[config.mk]
export PLATFORM = sky130hd
export DESIGN_NAME = utf8_codepoint_decoder_core_flat
export DESIGN_NICKNAME = d
export VERILOG_FILES = /design/src/rtl/ucd_pkg.sv /design/src/rtl/ucd_if.sv /design/src/rtl/ucd_decode.sv /design/src/rtl/ucd_rsp_queue.sv /design/src/rtl/utf8_codepoint_decoder_core.sv /design/src/flat_wrapper.sv
export SDC_FILE = /design/constraint.sdc
export NUM_CORES = 1
export LEC_CHECK = 0
export BUFFER_PORTS_ARGS = -buffer_cell sky130_fd_sc_hd__buf_2
export CORE_MARGIN = 2
export CORE_UTILIZATION = 30
export DETAILED_ROUTE_END_ITERATION = 8
export GPL_TIMING_DRIVEN = 0
export SETUP_SLACK_MARGIN = 0.4
export SLEW_MARGIN = 25
export SYNTH_ARGS = -nofsm -noshare
export SYNTH_HDL_FRONTEND = slang
export SYNTH_SLANG_ARGS = --single-unit
[constraint.sdc]
create_clock -name clock -period 4.6 [get_ports clock]
set_clock_uncertainty 0.1 [all_clocks]
set_input_delay 0.69 -clock clock [delete_from_list [all_inputs] [get_ports clock]]
set_output_delay 0.69 -clock clock [all_outputs]
set_load 0.02 [all_outputs]
[src/rtl/ucd_pkg.sv]
`timescale 1ns / 1ps
`default_nettype none
// ----------------------------------------------------------------------------
// ucd_pkg
// Shared types, constants and decode helpers for the UTF-8 code point decoder.
// ----------------------------------------------------------------------------
package ucd_pkg;

   localparam int BYTE_W  = 8;
   localparam int CP_W    = 21;
   // bits gathered before the final continuation byte: 3 + 6 + 6
   localparam int PART_W  = 15;
   localparam int CNT_W   = 2;
   localparam int SLOT_W  = 2;

   localparam logic [CP_W-1:0] REPLACEMENT_CP = 21'h00FFFD;
   localparam logic [CP_W-1:0] SPACE_CP       = 21'h000020;
   localparam logic [CP_W-1:0] TAB_CP         = 21'h000009;
   localparam logic [CP_W-1:0] VTAB_CP        = 21'h00000B;
   localparam logic [CP_W-1:0] FORM_FEED_CP   = 21'h00000C;
   localparam logic [CP_W-1:0] CR_CP          = 21'h00000D;

   localparam logic [1:0] CONT_TAG = 2'b10;

   // one result item
   typedef struct packed {
      logic [CP_W-1:0] code_point;
      logic            malformed;
      logic            last_of_run;
   } res_type;

   // outcome of decoding a byte as a lead
   typedef struct packed {
      logic              emit;
      res_type           res;
      logic [CNT_W-1:0]  cnt;
      logic [PART_W-1:0] part;
   } lead_type;

   // results of one decode step, handed to the result queue
   typedef struct packed {
      logic [SLOT_W-1:0] push_n;
      res_type           r0;
      res_type           r1;
   } step_type;

   // map tab, vertical tab, form feed and carriage return to space
   function automatic logic [CP_W-1:0] blank_controls(input logic [CP_W-1:0] v);
      logic [CP_W-1:0] r;
      r = v;
      if (v inside {TAB_CP, VTAB_CP, FORM_FEED_CP, CR_CP}) begin
         r = SPACE_CP;
      end
      return r;
   endfunction

   function automatic res_type make_res(input logic [CP_W-1:0] cp, input logic bad);
      res_type r;
      r.code_point  = cp;
      r.malformed   = bad;
      r.last_of_run = 1'b0;
      return r;
   endfunction

   // decode a byte seen while no sequence is pending
   function automatic lead_type lead_decode(input logic [BYTE_W-1:0] b);
      lead_type l;
      l.emit = 1'b0;
      l.res  = make_res(REPLACEMENT_CP, 1'b1);
      l.cnt  = '0;
      l.part = '0;
      if (b == '0) begin
         l.emit = 1'b0;
      end else if (b[7] == 1'b0) begin
         l.emit = 1'b1;
         l.res  = make_res(blank_controls({13'd0, b}), 1'b0);
      end else if (b[7:5] == 3'b110) begin
         l.cnt  = 2'd1;
         l.part = {10'd0, b[4:0]};
      end else if (b[7:4] == 4'b1110) begin
         l.cnt  = 2'd2;
         l.part = {11'd0, b[3:0]};
      end else if (b[7:3] == 5'b11110) begin
         l.cnt  = 2'd3;
         l.part = {12'd0, b[2:0]};
      end else begin
         l.emit = 1'b1;
      end
      return l;
   endfunction

endpackage
`default_nettype wire

[src/rtl/ucd_if.sv]
`timescale 1ns / 1ps
`default_nettype none
// ----------------------------------------------------------------------------
// ucd_req_if / ucd_rsp_if
// Valid/ready channels for text bytes in and decoded code points out.
// ----------------------------------------------------------------------------
interface ucd_req_if import ucd_pkg::*; ();
   logic              valid;
   logic              ready;
   logic [BYTE_W-1:0] text_byte;

   modport source (output valid, output text_byte, input ready);
   modport sink   (input valid, input text_byte, output ready);
endinterface

interface ucd_rsp_if import ucd_pkg::*; ();
   logic            valid;
   logic            ready;
   logic [CP_W-1:0] code_point;
   logic            malformed;
   logic            last_of_run;

   modport source (output valid, output code_point, output malformed,
                   output last_of_run, input ready);
   modport sink   (input valid, input code_point, input malformed,
                   input last_of_run, output ready);
endinterface
`default_nettype wire

[src/rtl/ucd_decode.sv]
`timescale 1ns / 1ps
`default_nettype none
// ----------------------------------------------------------------------------
// ucd_decode
// Sequence state and single-pass decode of the registered byte into zero,
// one or two results.
// ----------------------------------------------------------------------------
module ucd_decode import ucd_pkg::*; (
   input  logic              clock,
   input  logic              reset,
   input  logic              in_valid,
   input  logic [BYTE_W-1:0] in_byte,
   input  logic [SLOT_W-1:0] space,
   output logic              fire,
   output step_type          step
);

   logic [CNT_W-1:0]  cnt_ff,  cnt_in;
   logic [PART_W-1:0] part_ff, part_in;
   lead_type          lead;
   logic              is_cont;
   logic [SLOT_W-1:0] n;
   res_type           r0;
   res_type           r1;

   // work out the results and the next state for the held byte
   always_comb begin
      lead    = lead_decode(in_byte);
      is_cont = (in_byte[7:6] == CONT_TAG);
      n       = '0;
      r0      = lead.res;
      r1      = lead.res;
      cnt_in  = lead.cnt;
      part_in = lead.part;
      if (cnt_ff != '0) begin
         if (is_cont) begin
            cnt_in = cnt_ff - 2'd1;
            if (cnt_ff == 2'd1) begin
               n       = 2'd1;
               r0      = make_res(blank_controls({part_ff, in_byte[5:0]}), 1'b0);
               part_in = '0;
            end else begin
               part_in = {part_ff[PART_W-7:0], in_byte[5:0]};
            end
         end else begin
            // broken sequence: replace, then decode the byte again as a lead
            r0 = make_res(REPLACEMENT_CP, 1'b1);
            n  = lead.emit ? 2'd2 : 2'd1;
         end
      end else begin
         n = {1'b0, lead.emit};
      end
      r0.last_of_run = (n == 2'd1);
      r1.last_of_run = 1'b1;
   end

   // take the byte only when the queue has room for all its results
   assign fire        = in_valid && (n <= space);
   assign step.push_n = fire ? n : '0;
   assign step.r0     = r0;
   assign step.r1     = r1;

   // advance the sequence state
   always_ff @(posedge clock) begin
      if (reset) begin
         cnt_ff  <= '0;
         part_ff <= '0;
      end else if (fire) begin
         cnt_ff  <= cnt_in;
         part_ff <= part_in;
      end
   end

endmodule
`default_nettype wire

[src/rtl/ucd_rsp_queue.sv]
`timescale 1ns / 1ps
`default_nettype none
// ----------------------------------------------------------------------------
// ucd_rsp_queue
// Two-entry result register that takes up to two items per cycle and hands
// out one per cycle while the result port is ready.
// ----------------------------------------------------------------------------
module ucd_rsp_queue import ucd_pkg::*; (
   input  logic              clock,
   input  logic              reset,
   input  step_type          step,
   output logic [SLOT_W-1:0] space,
   ucd_rsp_if.source         rsp_if
);

   res_type           ent_ff [2];
   logic              head_ff, head_in;
   logic [SLOT_W-1:0] count_ff, count_in;
   logic              pop;
   logic              wr0;
   logic              wr1;
   res_type           head_ent;

   assign pop      = (count_ff != '0) && rsp_if.ready;
   assign space    = SLOT_W'(2'd2 - count_ff + {1'b0, pop});
   assign wr0      = head_ff ^ count_ff[0];
   assign wr1      = ~wr0;
   assign head_in  = head_ff ^ pop;
   assign count_in = SLOT_W'(count_ff + step.push_n - {1'b0, pop});

   // drive the oldest item
   assign head_ent           = ent_ff[head_ff];
   assign rsp_if.valid       = (count_ff != '0);
   assign rsp_if.code_point  = head_ent.code_point;
   assign rsp_if.malformed   = head_ent.malformed;
   assign rsp_if.last_of_run = head_ent.last_of_run;

   // hold pointers
   always_ff @(posedge clock) begin
      if (reset) begin
         head_ff  <= 1'b0;
         count_ff <= '0;
      end else begin
         head_ff  <= head_in;
         count_ff <= count_in;
      end
   end

   // write new items behind the queued ones
   always_ff @(posedge clock) begin
      if (step.push_n != '0) begin
         ent_ff[wr0] <= step.r0;
      end
      if (step.push_n == 2'd2) begin
         ent_ff[wr1] <= step.r1;
      end
   end

endmodule
`default_nettype wire

[src/rtl/utf8_codepoint_decoder_core.sv]
`timescale 1ns / 1ps
`default_nettype none
// ----------------------------------------------------------------------------
// utf8_codepoint_decoder_core
// UTF-8 byte stream in, decoded code points out.
// ----------------------------------------------------------------------------
// Path: an accepted byte waits in the byte register, is decoded combinationally
// and its results are written into the result queue that drives the port.
// Throughput: one byte per cycle while the queue has room; a byte giving two
// results can stall the next byte, as the single-item port drains the queue.
// Reset: synchronous, active high; clears the byte register's valid flag, the
// sequence state and the result queue's pointers.
module utf8_codepoint_decoder_core import ucd_pkg::*; (
   input  logic      clock,
   input  logic      reset,
   ucd_req_if.sink   req_if,
   ucd_rsp_if.source rsp_if
);

   logic              in_valid_ff, in_valid_in;
   logic [BYTE_W-1:0] in_byte_ff;
   logic              fire;
   logic [SLOT_W-1:0] space;
   step_type          step;
   logic              take;

   // refill the byte register whenever it empties or is consumed
   assign req_if.ready = !in_valid_ff || fire;
   assign take         = req_if.valid && req_if.ready;
   assign in_valid_in  = take || (in_valid_ff && !fire);

   always_ff @(posedge clock) begin
      if (reset) begin
         in_valid_ff <= 1'b0;
      end else begin
         in_valid_ff <= in_valid_in;
      end
   end

   always_ff @(posedge clock) begin
      if (take) begin
         in_byte_ff <= req_if.text_byte;
      end
   end

   ucd_decode u_decode (
      .clock    (clock),
      .reset    (reset),
      .in_valid (in_valid_ff),
      .in_byte  (in_byte_ff),
      .space    (space),
      .fire     (fire),
      .step     (step)
   );

   ucd_rsp_queue u_rsp_queue (
      .clock  (clock),
      .reset  (reset),
      .step   (step),
      .space  (space),
      .rsp_if (rsp_if)
   );

endmodule
`default_nettype wire
[src/flat_wrapper.sv]
// flat-port wrapper written by rule: the top's interface ports become plain ports
module utf8_codepoint_decoder_core_flat import ucd_pkg::*;
  (clock, reset, req_if_valid, req_if_text_byte, req_if_ready, rsp_if_valid, rsp_if_code_point, rsp_if_malformed, rsp_if_last_of_run, rsp_if_ready);
  ucd_req_if req_if_i ();
  ucd_rsp_if rsp_if_i ();
  input  logic clock;
  input  logic reset;
  input wire logic [$bits(req_if_i.valid)-1:0] req_if_valid;
  input wire logic [$bits(req_if_i.text_byte)-1:0] req_if_text_byte;
  output wire logic [$bits(req_if_i.ready)-1:0] req_if_ready;
  output wire logic [$bits(rsp_if_i.valid)-1:0] rsp_if_valid;
  output wire logic [$bits(rsp_if_i.code_point)-1:0] rsp_if_code_point;
  output wire logic [$bits(rsp_if_i.malformed)-1:0] rsp_if_malformed;
  output wire logic [$bits(rsp_if_i.last_of_run)-1:0] rsp_if_last_of_run;
  input wire logic [$bits(rsp_if_i.ready)-1:0] rsp_if_ready;
  assign req_if_i.valid = req_if_valid;
  assign req_if_i.text_byte = req_if_text_byte;
  assign req_if_ready = req_if_i.ready;
  assign rsp_if_valid = rsp_if_i.valid;
  assign rsp_if_code_point = rsp_if_i.code_point;
  assign rsp_if_malformed = rsp_if_i.malformed;
  assign rsp_if_last_of_run = rsp_if_i.last_of_run;
  assign rsp_if_i.ready = rsp_if_ready;
  utf8_codepoint_decoder_core u_core (.clock(clock), .reset(reset), .req_if(req_if_i), .rsp_if(rsp_if_i));
endmodule
==> impl_metrics.ini, run 1 <==
[final_layout]
n_fill_cell = 1263
insertedDiodeCount = 0
drive_above_1_share_pct = 26.6
finalNetCount = 431
final_cell_mix = buf_2, edfxtp_1, nand2_1
instances_no_fill = 590
area_growth_syn_to_layout_pct = 18.7
fin_util_pct = 36.3
layout_commonest_cell = buf_2
fin_area_sq_um = 4540

[cts]
cts_buffers = 9
cts_max_level = 3
postCtsSetupBuffers = 0
clockRootBuffer = clkbuf_16
clock_latency_ns = 0.33
cts_buffer_depth = 2
cts_tree = built
cts.sinks = 75
path_clk_slew_ns = 0.06

[placed_design]
dp.cells = 574
hpwl_um = 6930
io_buffer_count = 36
place.gp.congestion = 0.875
place_area_sq_um = 4220

[synth]
avgSynthCellArea_sq_um = 10.5
synth_nets = 384
synth_edf_count = 42
syn_area_sq_um = 3820
synthFlopType = edfxtp_1
async_reset_ff_share_pct = 0
synth-warning-count = 0
netlist_instances = 366
synth-seq-area-share_pct = 50.2
synth_seq_cells = 75
ys_types = 59

[routing]
drt_iter0_drc = 270
dr.pass1.iters = 7
via_per_inst = 5.27
wl_per_cell_um = 16.4
ant_nets = 0
routed_wl_um = 9650
vias = 3108
remaining_drc_errors = 0

[setup_path]
cp_max_fo = 7
rrSetupSlack_ns = 0.59
crit_type = reg2out
r2r-end = u_core.u_rsp_queue.ent_ff[0][7]
worstSetupEndpoint = req_if_ready
cp.arrival_ns = 3.28
crit_path_end_kind = output pin
crit_path_start = u_core.in_byte_ff[6]
start_kind = flip-flop
reg2reg_from = u_core.in_byte_ff[6]
required_ns = 3.81
rr_worst_depth = 10

[global_route]
grt_pass1_vias = 3002
grt_max_degree = 18
grt_pass1_wl_um = 15500
grt_overflow = 0
grt_usage_pct = 14.8
antenna_found_initial = 0

[floorplanning]
ioPinCount = 37
rows = 41
die_w_um = 117
die_h_um = 117
die-area_sq_um = 13700
design.core.area_sq_um = 12500
start_util_pct = 30.6

[min_path]
hold_class = reg2reg
whs_path_depth = 2

[timing]
hold_viol = 0
tightest_slew_ns = 0.722
setup_tns_ns = 0
finalCritPeriodShare_pct = 88.4
setup_viol = 0
whs_ns = 0.362
timing.final.crit_period_ns = 4.07
rsz0062_at_grt = false
max_slew_margin_pct = 51.4
timing.fmax_ghz = 0.246
slew_viol_final = 0

[flow_run]
maxCapViolations = 0

[power]
peakVddDrop_uv = 223
p_per_area_nw_per_um2 = 601
p_leak_nw = 1.70

[outcome]
status = finished clean
-- how the worst min path moves through the flow --
stage / start / end / slack [ns]
floorplan: u_core.u_rsp_queue.ent_ff[0][18] / u_core.u_rsp_queue.ent_ff[0][18] / 0.33
global placement: u_core.u_rsp_queue.ent_ff[0][0] / u_core.u_rsp_queue.ent_ff[0][0] / 0.34
global route: u_core.u_rsp_queue.ent_ff[0][18] / u_core.u_rsp_queue.ent_ff[0][18] / 0.38
detailed placement: u_core.u_rsp_queue.ent_ff[0][18] / u_core.u_rsp_queue.ent_ff[0][18] / 0.35
finish: u_core.u_rsp_queue.ent_ff[0][0] / u_core.u_rsp_queue.ent_ff[0][0] / 0.36
CTS: u_core.u_rsp_queue.ent_ff[0][0] / u_core.u_rsp_queue.ent_ff[0][0] / 0.36
-- timing repair --
item | CTS | global route
resized for setup | 0 | 1
endpoints found under the setup margin | 0 | 17
hold buffers | 0 | 0
-- metrics by stage --
stage          setup slack, ns  power [mW]
2_1_floorplan             1.21        1.69
3_3_place_gp             0.691        1.96
3_5_place_dp             0.606        1.98
4_1_cts                  0.604        2.73
5_1_grt                  0.401        2.88
6_report                 0.534        2.73
-- registers in the layout, summed over array words and instances, names as in the netlist --
name / flops
u_core.u_rsp_queue.head_ff: 1
u_core.in_valid_ff: 1
u_core.in_byte_ff: 8
u_core.u_decode.part_ff: 15
u_core.u_decode.cnt_ff: 2
u_core.u_rsp_queue.count_ff: 2
u_core.u_rsp_queue.ent_ff: 46
-- power by group --
group          switching, mW  internal (mW)  leakage (nW)  total, mW
Sequential            0.0506          0.859         0.664      0.910
Clock                  0.275          0.476         0.151      0.751
Combinational          0.717          0.353         0.884       1.07
Total                   1.04           1.69          1.70       2.73
-- cell families after synthesis --
| family | share of synthesized area [%] |
|---|---|
| AOI/OAI and AO/OA | 19.5 |
| adders and majority gates | 1.96 |
| xor gates and xnor gates | 1.60 |
| and+or+nand+nor | 13.9 |
| DFF | 50.2 |
| buffers and inverters | 4.19 |
| muxes | 8.57 |
-- cells in the mapped netlist, types with 4 or more instances --
master,number,share of area (%)
edfxtp_1,42,33
nand2_1,41,4.0
dfxtp_1,33,17
a21oi_1,32,4.2
mux2_2,22,6.5
nand3_1,18,2.4
o21ai_0,15,2.0
nor2_1,14,1.4
inv_1,12,1.2
clkbuf_1,11,1.1
a31oi_1,10,1.6
o21ai_2,10,2.3
buf_2,8,1.0
mux2i_1,8,2.1
o22ai_1,8,1.3
ha_1,6,2.0
nor3_1,6,0.79
a211oi_1,4,0.79
nor2b_1,4,0.65
xnor2_1,4,0.92
-- routing by layer --
metal	GRT usage, %	vias to the layer above	part of all wire (%)
met3	3.91	20	6.1
met4	5.49	0	2.0
met1	19.8	1497	46
met2	23.2	116	46
li1	-	1475	-
met5	0	-	0
-- critical path: stages, from the launching register on --
cell and delay [ns]:
edfxtp_1 0.50, nand2b_1 0.31, nor3_1 0.60, a21oi_1 0.08
nand2_1 0.12, ha_1 0.26, o21ai_1 0.52, a31o_2 0.31
nand2_1 0.08, buf_2 0.17
-- area by class of cell --
class / count / area (sq um) / share of cell area [%]
Buffer: 22 / 115 / 2.53
Clock inverter: 6 / 88.8 / 1.96
Sequential cell: 75 / 1920 / 42.3
Inverter: 12 / 48.8 / 1.07
Timing Repair Buffer: 36 / 180 / 3.97
Clock buffer: 10 / 229 / 5.04
Tap cell: 172 / 215 / 4.74
Multi-Input combinational cell: 257 / 1740 / 38.4
Note: power is estimated with default switching activity, not from simulation.
==> run 2: changes to the inputs <==
Settings changed: ABC_CLOCK_PERIOD_IN_PS set to 4600, CELL_PAD_IN_SITES_DETAIL_PLACEMENT set to 0, CELL_PAD_IN_SITES_GLOBAL_PLACEMENT set to 1, CORE_UTILIZATION 30 to 47, PLACE_DENSITY_LB_ADDON set to 0.1.
==> run 2 against run 1 <==
Against the previous run:
- maximum frequency is 3.4% higher
- register-to-register slack better by 0.08 ns
- die area down 35%
- count of clock-buffer cells in the layout is 1 higher
- worst hold slack improved by 0.00083 ns
- routed wire length decreased by 5.1%
- total power down 10%
- critical path type unchanged
- largest power group unchanged
==> impl_metrics.ini, run 2 (same netlist as run 1, synthesis figures left out) <==
[timing]
setup_viol = 0
slew_viol_final = 0
rsz0062_at_grt = false
setup_tns_ns = 0
max_slew_margin_pct = 51.2
timing.final.crit_period_ns = 3.93
whs_ns = 0.363
finalCritPeriodShare_pct = 85.5
hold_viol = 0
timing.fmax_ghz = 0.254
tightest_slew_ns = 0.732

[setup_path]
start_kind = flip-flop
reg2reg_from = u_core.in_byte_ff[0]
cp_max_fo = 7
crit_type = reg2out
required_ns = 3.81
crit_path_start = u_core.in_byte_ff[0]
crit_path_end_kind = output pin
cp.arrival_ns = 3.14

[floorplanning]
die_w_um = 94.2
die_h_um = 94.2
design.core.area_sq_um = 7810
start_util_pct = 49.0
die-area_sq_um = 8880
rows = 32
ioPinCount = 37

[min_path]
hold_start = u_core.u_rsp_queue.ent_ff[0][0]
hold_class = reg2reg

[final_layout]
largest_register_ffs = 46
top_regs = u_core.u_rsp_queue.ent_ff (46), u_core.u_decode.part_ff (15), u_core.in_byte_ff (8)
layout_commonest_cell = buf_2
area_growth_syn_to_layout_pct = 13.1
drive_above_1_share_pct = 27.0
final_cell_mix = buf_2, edfxtp_1, nand2_1
n_fill_cell = 721
insertedDiodeCount = 0
finalNetCount = 431
fin_area_sq_um = 4330
top_register = u_core.u_rsp_queue.ent_ff

[cts]
clock_latency_ns = 0.36
cts_resized = 0
cts_max_level = 3
ctsHoldBuffers = 0
cts.sinks = 75
postCtsSetupBuffers = 0
path_clk_slew_ns = 0.08
cts_tree = built
clockRootBuffer = clkbuf_8
cts_buffer_depth = 2
cts_buffers = 9

[flow_run]
maxCapViolations = 0

[routing]
wl_per_cell_um = 17.6
ant_nets = 0
via_per_inst = 5.83
vias = 3033
routed_wl_um = 9160
dr.pass1.iters = 4
drt_iter0_drc = 196
remaining_drc_errors = 0

[global_route]
grt_overflow = 0
antenna_found_initial = 0
grt_max_degree = 18
grt_usage_pct = 22.2
grt_pass1_wl_um = 14900
grt_pass1_vias = 2830

[placed_design]
io_buffer_count = 36
place_area_sq_um = 4130
place.gp.congestion = 0.874
hpwl_um = 6690

[power]
peakVddDrop_uv = 337
p_leak_nw = 1.65
total_power_mw = 2.45
p_per_area_nw_per_um2 = 567

[outcome]
status = finished clean
-- run 2: metal layers --
| metal | up-vias | track usage [%] | wire, um |
|---|---|---|---|
| met1 | 1468 | 31.1 | 4320 |
| met3 | 13 | 4.17 | 369 |
| met2 | 81 | 34.3 | 4330 |
| met4 | 0 | 7.73 | 140 |
| li1 | 1471 | - | - |
| met5 | - | 0 | 0 |
-- run 2: cell type report --
cell class,count,area (sq um),share of cell area [%]
inverters,12,45.0,1.04
multi-input cells,257,1750,40.5
clock inverters,5,32.5,0.752
well taps,102,128,2.95
repair buffers,36,180,4.16
flip-flops and latches,75,1920,44.4
clock buffers,11,153,3.53
plain buffers,22,115,2.66
-- run 2: metrics by stage --
step                      utilization [%]  worst slack, ns  instances
after global placement               52.9            0.653        504
final                                55.4            0.669        520
after detailed placement             52.9            0.642        504
after global routing                 55.4            0.434        520
after floorplan                         -             1.21        366
after CTS                            55.3            0.534        520
-- run 2: final timing paths --
check,endpoint,slack (ns),cells after the start
hold / removal,u_core.u_rsp_queue.ent_ff[0][0],0.36,2
hold reg to reg,u_core.u_rsp_queue.ent_ff[0][0],0.36,2
setup / recovery,req_if_ready,0.67,9
setup reg to reg,u_core.u_rsp_queue.ent_ff[0][13],0.67,10
-- run 2: critical path, cell delays in order, from the launching register on --
cell and delay [ns]:
edfxtp_1 0.51, nor4_4 0.45, a32oi_1 0.32, nand2_1 0.17, nand2_1 0.10, ha_1 0.34, o21ai_2 0.37, a31o_2 0.28
nand2_1 0.08, buf_2 0.16
-- run 2: report_power, final --
part | switching (mW) | internal, mW
Sequential | 0.0532 | 0.859
Clock | 0.252 | 0.229
Combinational | 0.703 | 0.356
